### src/hdl/great_circle_distance_assert.svh
// assertion macros shared by the great circle distance pipeline
`ifndef GREAT_CIRCLE_DISTANCE_ASSERT_SVH
`define GREAT_CIRCLE_DISTANCE_ASSERT_SVH

// consequent must hold in the same cycle as the antecedent
`define GCD_ASSERT_NOW(lbl, ante, cons, msg) \
	lbl: assert property (@(posedge clk) disable iff (!arst_n) (ante) |-> (cons)) \
		else $error(msg);

// consequent must hold in the cycle after the antecedent
`define GCD_ASSERT_NEXT(lbl, ante, cons, msg) \
	lbl: assert property (@(posedge clk) disable iff (!arst_n) (ante) |=> (cons)) \
		else $error(msg);

`endif

### src/hdl/gcd_pkg.sv
// constants and elaboration-time table functions for the distance pipeline
`timescale 1ns / 1ps
package gcd_pkg;
	localparam int IN_W = 88;
	localparam int OUT_W = 24;
	localparam int DIST_W = 21;
	localparam int ASEC_W = 22;
	localparam int MAG_W = 19;
	localparam int ROOT_W = 32;
	localparam int RAD_W = 64;
	localparam int VEC_W = 36;
	localparam int FULL_TURN = 1296000;
	localparam int HALF_TURN = 648000;
	localparam int QUARTER_TURN = 324000;
	localparam longint unsigned PI61 = 64'h6487ED5110B4611A;
	localparam longint unsigned ARCSEC_K61 = (PI61 + 64'd324000) / 64'd648000;
	localparam longint unsigned GAIN62 = 64'd2800459870029452954;
	localparam longint unsigned DIST_K20 = 64'd668822457549;

	// shift-subtract division, only used to build constant tables
	function automatic longint unsigned udiv64(input longint unsigned num,
			input longint unsigned den);
		logic [64:0] rem;
		logic [63:0] quo;
		rem = '0;
		quo = '0;
		for (int b = 63; b >= 0; b--) begin
			rem = {rem[63:0], num[b]};
			if (rem >= {1'b0, den}) begin
				rem = rem - {1'b0, den};
				quo[b] = 1'b1;
			end
		end
		return quo;
	endfunction

	// atan(2^-i) with 62 fraction bits from the arctangent series
	function automatic longint unsigned atan_q62(input int i);
		longint unsigned acc;
		longint unsigned term;
		int e;
		acc = 64'd0;
		if (i == 0) begin
			acc = (PI61 + 64'd1) >> 1;
		end else begin
			for (int k = 0; k < 32; k++) begin
				e = i * (2 * k + 1);
				if (e <= 62) begin
					term = udiv64(64'd1 << (62 - e), longint'(2 * k + 1));
					if ((k & 1) != 0) begin
						acc = acc - term;
					end else begin
						acc = acc + term;
					end
				end
			end
		end
		return acc;
	endfunction

	function automatic longint unsigned atan_entry(input int i, input int f);
		return (atan_q62(i) + (64'd1 << (61 - f))) >> (62 - f);
	endfunction
endpackage

### src/hdl/gcd_sqrt.sv
// pipelined floor square root, one root bit per stage
`timescale 1ns / 1ps
module gcd_sqrt (
	input  logic clk,
	input  logic arst_n,
	input  logic en,
	input  logic in_vld,
	input  logic [gcd_pkg::RAD_W-1:0] op,
	output logic out_vld,
	output logic [gcd_pkg::ROOT_W-1:0] root
);
	localparam int NW = gcd_pkg::RAD_W;
	localparam int NB = gcd_pkg::ROOT_W;

	logic vld_s [0:NB-1];
	logic [NW-1:0] v_s [0:NB-1];
	logic [NW-1:0] r_s [0:NB-1];

	for (genvar k = 0; k < NB; k++) begin : g_bit
		localparam logic [NW-1:0] BIT = NW'(1) << (NW - 2 - 2 * k);
		logic [NW-1:0] vi, ri, sum;
		logic vldi, take;
		if (k == 0) begin : g_first
			assign vi = op;
			assign ri = '0;
			assign vldi = in_vld;
		end else begin : g_next
			assign vi = v_s[k-1];
			assign ri = r_s[k-1];
			assign vldi = vld_s[k-1];
		end
		assign sum = ri + BIT;
		assign take = (vi >= sum);

		always_ff @(posedge clk or negedge arst_n) begin
			if (!arst_n) begin
				vld_s[k] <= 1'b0;
			end else if (en) begin
				vld_s[k] <= vldi;
			end
		end

		always_ff @(posedge clk) begin
			if (en) begin
				v_s[k] <= take ? vi - sum : vi;
				r_s[k] <= take ? (ri >> 1) + BIT : ri >> 1;
			end
		end
	end

	assign out_vld = vld_s[NB-1];
	assign root = NB'(r_s[NB-1]);
endmodule

### config.mk
export PLATFORM = sky130hd
export DESIGN_NAME = gcd_sqrt
export DESIGN_NICKNAME = d
export VERILOG_FILES = /design/src/hdl/great_circle_distance_assert.svh /design/src/hdl/gcd_pkg.sv /design/src/hdl/gcd_sqrt.sv
export SDC_FILE = /design/constraint.sdc
export NUM_CORES = 2
export LEC_CHECK = 0
export ABC_AREA = 0
export BUFFER_PORTS_ARGS = -buffer_cell sky130_fd_sc_hd__buf_4
export CAP_MARGIN = 10
export CORE_UTILIZATION = 35
export DETAILED_ROUTE_END_ITERATION = 8
export PLACE_DENSITY = 0.53
export SYNTH_ARGS = -nofsm -noshare
export SYNTH_HDL_FRONTEND = slang
export SYNTH_SLANG_ARGS = --single-unit
### constraint.sdc
create_clock -name clk -period 7.6 [get_ports clk]
set_clock_uncertainty 0.1 [all_clocks]
set_input_delay 1.52 -clock clk [delete_from_list [all_inputs] [get_ports clk]]
set_output_delay 1.52 -clock clk [all_outputs]
set_load 0.02 [all_outputs]
# [Word level (Yosys, flattened, before mapping)]
# Memories as Yosys holds them, arrays and structs flattened.
# Cells that the tools add are included.
[classes] addsub=94 n_lt_le_gt_ge=32 muxes=66
[ops] op="64-bit two-way mux" n=63
[ops] op="64-bit greater-or-equal comparator" n=31
[ops] op="64-bit subtractor" n=31
[ops] op="63-bit by 1-bit adder with 64-bit output (second input constant)" n=1
[ops] op="63-bit by 11-bit adder with 64-bit output (second input constant)" n=1
[ops] op="63-bit by 13-bit adder with 64-bit output (second input constant)" n=1
[ops] op="63-bit by 15-bit adder with 64-bit output (second input constant)" n=1
[ops] op="63-bit by 17-bit adder with 64-bit output (second input constant)" n=1
[ops] op="63-bit by 19-bit adder with 64-bit output (second input constant)" n=1
[ops] op="63-bit by 21-bit adder with 64-bit output (second input constant)" n=1
[ops] op="63-bit by 23-bit adder with 64-bit output (second input constant)" n=1
[ops] op="63-bit by 25-bit adder with 64-bit output (second input constant)" n=1
[ops] op="63-bit by 27-bit adder with 64-bit output (second input constant)" n=1
[ops] op="63-bit by 29-bit adder with 64-bit output (second input constant)" n=1
[ops] op="63-bit by 3-bit adder with 64-bit output (second input constant)" n=1
[ops] op="63-bit by 31-bit adder with 64-bit output (second input constant)" n=1
[ops] op="63-bit by 33-bit adder with 64-bit output (second input constant)" n=1
[ops] op="63-bit by 35-bit adder with 64-bit output (second input constant)" n=1
[ops] op="63-bit by 37-bit adder with 64-bit output (second input constant)" n=1
[ops] op="63-bit by 39-bit adder with 64-bit output (second input constant)" n=1
[ops] op="63-bit by 41-bit adder with 64-bit output (second input constant)" n=1
[ops] op="63-bit by 43-bit adder with 64-bit output (second input constant)" n=1
[ops] op="63-bit by 45-bit adder with 64-bit output (second input constant)" n=1
[ops] op="63-bit by 47-bit adder with 64-bit output (second input constant)" n=1
[ops] op="45 further kinds" n=46
[word_totals] ff_bits=32 ram_bits=4096 inputBits=68 output_inout_bits=33 memories=2
[memory_table] name="r_s" depth=32 width=64 read_ports=32 rd_clocked_by_memory_dff=0 write_ports=32 line_no="gcd_sqrt.sv:17" text="logic [NW-1:0] r_s [0:NB-1];"
[memory_table] name="v_s" depth=32 width=64 read_ports=31 rd_clocked_by_memory_dff=0 write_ports=32 line_no="gcd_sqrt.sv:16" text="logic [NW-1:0] v_s [0:NB-1];"

# [Logic depth before layout (Yosys ltp)]
# An unclocked memory read counts as a cell.
[depth] word_depth=4 mapped_depth=15 ltp_nobuf=13

# [Worst setup path before layout]
# OpenSTA, ideal clock, no wires.
[synth_timing] path_type="register to register" from="mem v_s[3][274] in the netlist's numbering" to="mem v_s[3][378] in the netlist's numbering (data pin)" setup_time_ps=258 arrival_time_ps=3141 setup_slack_ps=4101 path_stages_with_launch=14 cell_sequence="edfxtp_1 > ha_1 > clkbuf_1 > nand3_1 > or3_1 > a21o_1 > o21ai_1 > o21ai_0 > o31a_1 > buf_2 > a211oi_1 > and2b_1 > nand3_1 > xnor2_1"
[synth_lines] item="start, declared" line_no="gcd_sqrt.sv:16"

==> key figures <==
Outcome
  – Outcome: finished, final reports clean

Yosys
  – Synth Flop Type: edfxtp_1
  – Library cells used by synthesis: 93
  – Synth top area share: 0.623
  – EDFF count, synth: 2512
  – Mapped Area: 0.121 sq mm
  – FFs w/ async S/R, synth: 0.0126
  – Yosys warns: 0
  – Syn Nets: 10200
  – Sequential share of the synthesized area: 0.630
  – Syn Inst Count: 9564
  – Mean Syn Cell Area: 12.7 sq um
  – Cells taking the most area after synthesis: edfxtp_1 62%, ha_1 5.8%, xnor2_1 3.4%
  – Synth area leader: edfxtp_1
  – Register bit total from synthesis: 2544

Critical path
  – Buf+Inv Stages, Crit Path: 0
  – CP Capture Type: register
  – CP max stage delay: 1.01 ns
  – Worst path required time: 8.13 ns
  – Cell chain of the critical path: ha_1 -> nand4_1 -> a211oi_1 -> a2111oi_0 -> o21ai_1 -> o21ai_0 -> o21ai_0 -> a211oi_1 -> and2b_1 -> nand3_1 -> xnor2_1
  – Setup crit start kind: register
  – Type of the worst setup path: reg -> reg
  – Worst Path Max Fanout: 5
  – Crit-path slowest cell: a2111oi_0
  – Worst EP arrival: 5.53 ns
  – CP top delay family: compound AO/OA/AOI/OAI gates

Detailed routing
  – Pre-antenna DRT Iters: 5
  – Drc violations: 0
  – Number of nets with antenna violations after routing: 0
  – Routed via count: 75400
  – Average wire per standard cell: 21.8 microns
  – Initial DRC count: 5357
  – Routed WL: 319000 microns
  – DR vias/cell: 5.15

Timing
  – Final hold violation count: 0
  – Final setup vio count: 0
  – Final min period: 5.00 ns
  – Final worst path period share: 0.658
  – RSZ-0062 raised after global routing: false
  – Max Freq: 0.200 GHz
  – Worst slew margin: 0.176
  – Least-Margin Pin Slew: 1.24 ns
  – Slew Limit Fails: 0
  – Sum Neg Setup Slack: 0 ns

Place
  – Port bufs: 100
  – GP Congestion: 0.914
  – Post-DP HPWL: 245000 microns
  – DP Cell Count: 14100

Clocking
  – CTS tree: yes
  – CTS resizes: 0
  – Clock sinks: 2544
  – Clk Latency, worst-skew pair: 0.94 ns
  – CTS clk-pin slew, worst paths: 0.05 ns
  – Cts-stage hold buffer count: 0
  – Max clock buf depth: 4
  – H-tree depth: 5
  – Setup Buffers After CTS: 0
  – Root buf cell: clkbuf_16
  – Num CTS Buffers: 290

Pwr
  – Sw Pwr: 12500 uW
  – Clock share of power: 0.327
  – Sw Ratio: 0.299
  – Sequential share of power: 0.468
  – Comb power frac: 0.205
  – Internal Power: 29300 uW
  – Pwr/cell area: 305 mW/mm^2
  – Leakage power: 0.0508 uW
  – VDD IR-drop max: 0.203 mV

Cells and area
  – Fill cells: 31900
  – Area of the multi-input gates: 0.0415 sq mm
  – Area Growth Syn to Fin: 12.9%
  – Post-layout nets: 10500
  – Final cell count without fillers: 14600
  – Register Area: 0.0762 sq mm
  – Share of cells above drive strength 1: 0.0782

Floorplan
  – Area of the core: 0.344 sq mm
  – Row count: 215
  – Die ar.: 0.348 sq mm
  – Die height: 590 microns
  – Starting Density: 0.352
  – Die width: 590 microns
  – I/O pins: 101

Global routing
  – Vias in the first global route: 75600
  – Global route total overflow: 0
  – Antenna violations before repair: 4
  – Gr usage total: 0.179
  – Pin count of the biggest net entering global routing: 213
  – First-pass GRT wire length: 473000 microns

Job
  – Max-Cap Viols: 0

Worst hold path
  – Hold Path Class: reg -> reg
==> worst reg2reg max path, stage by stage, from the launching register on <==
cell	delay, ns
edfxtp_1	0.40
ha_1	0.38
nand4_1	0.23
a211oi_1	0.10
a2111oi_0	1.01
o21ai_1	0.36
o21ai_0	0.60
o21ai_0	0.20
a211oi_1	0.74
and2b_1	0.35
nand3_1	0.12
xnor2_1	0.16
==> through the flow <==
stage          total power (uW)  instance area [sq um]  hold WS [ns]  worst slack, ns  utilization
2_1_floorplan             25100                 121000         0.317             4.10            -
3_3_place_gp              28300                 127000         0.324             2.51        0.371
3_5_place_dp              28400                 128000         0.327             2.47        0.371
4_1_cts                   42200                 137000         0.280             2.45        0.398
5_1_grt                   43700                 137000         0.298             2.23        0.398
6_report                  41800                 137000         0.289             2.60        0.398
==> routing by layer <==
metal  up-vias  global-route usage  wire length, microns
li1      36300                   -                     -
met1     36700               0.188                117000
met2      1719               0.339                169000
met3       646              0.0199                 10900
met4         0               0.108                 21500
met5         -                   0                     0
==> cells by family (layout without fill, tap and decap cells) <==
logic type,Yosys count,after routing,synth area share
AOI/OAI and AO/OA,1765,1765,0.0896
xor gates and xnor gates,887,887,0.0642
adders and majority gates,558,558,0.0577
buffers and inverters,879,1376,0.0277
DFF,2544,2544,0.630
muxes,125,125,0.0115
other,0,6,0
and+or+nand+nor,2806,2806,0.119
==> worst paths after layout <==
check | startpoint | to | slack [ns] | cells after the start
setup / recovery | v_s[3][267] | v_s[3][378] | 2.60 | 11
hold / removal | r_s[8][47] | r_s[9][46] | 0.29 | 0
setup reg to reg | v_s[3][267] | v_s[3][378] | 2.60 | 11
hold reg to reg | r_s[8][47] | r_s[9][46] | 0.29 | 0
max in group asynchronous | arst_n | g_bit[1].vldi | 6.63 | 1
min in group asynchronous | arst_n | out_vld | 0.48 | 1
==> placed cells by master (no fill, tap or decap), types with 55 or more instances in the layout <==
master	count
mux2_2	116
nand4_1	165
nor4_1	325
or3_1	95
clkbuf_1	57
edfxtp_1	2512
clkbuf_16	299
o21ai_0	441
clkinv_1	55
buf_4	145
nor2b_1	86
xnor2_1	473
o21a_1	109
a21o_1	260
a21oi_1	586
xor2_1	414
nand2_1	597
inv_1	689
nand3_1	157
nor2_1	637
nor3_1	266
ha_1	558
nand2b_1	114
==> sequential cells by signal (all words and copies together) (netlist names) <==
register	cells
g_bit.vldi	31
out_vld	1
v_s	1984
r_s	528
==> synth_stat cells (all sizes together), types with 95 or more instances <==
master  count
nand4     165
edfxtp   2512
nand2     598
a21o      260
inv       694
nor4      330
nand2b    114
xnor2     473
o21ai     448
nand3     159
or3        95
o21a      109
clkbuf    130
nor3      268
ha        558
a21oi     587
nor2      638
xor2      414
mux2      117
==> cell type report <==
type	instances	share of cell area
Clock inverter	164	0.0109
Clock buffer	356	0.0563
Tap cell	4557	0.0417
Sequential cell	2544	0.558
Multi-Input combinational cell	6141	0.304
Antenna cell	6	0.000110
Timing Repair Buffer	162	0.0104
Inverter	694	0.0191
==> power groups by stage <==
stage / logic (uW) / registers [uW] / clock network [uW]
2_1_floorplan: 6250 / 18900 / 0
3_3_place_gp: 8440 / 19800 / 0
3_5_place_dp: 8530 / 19800 / 0
4_1_cts: 8590 / 19600 / 14000
5_1_grt: 9490 / 19700 / 14500
6_report: 8560 / 19600 / 13600
Note: power is estimated with default switching activity, not from simulation.
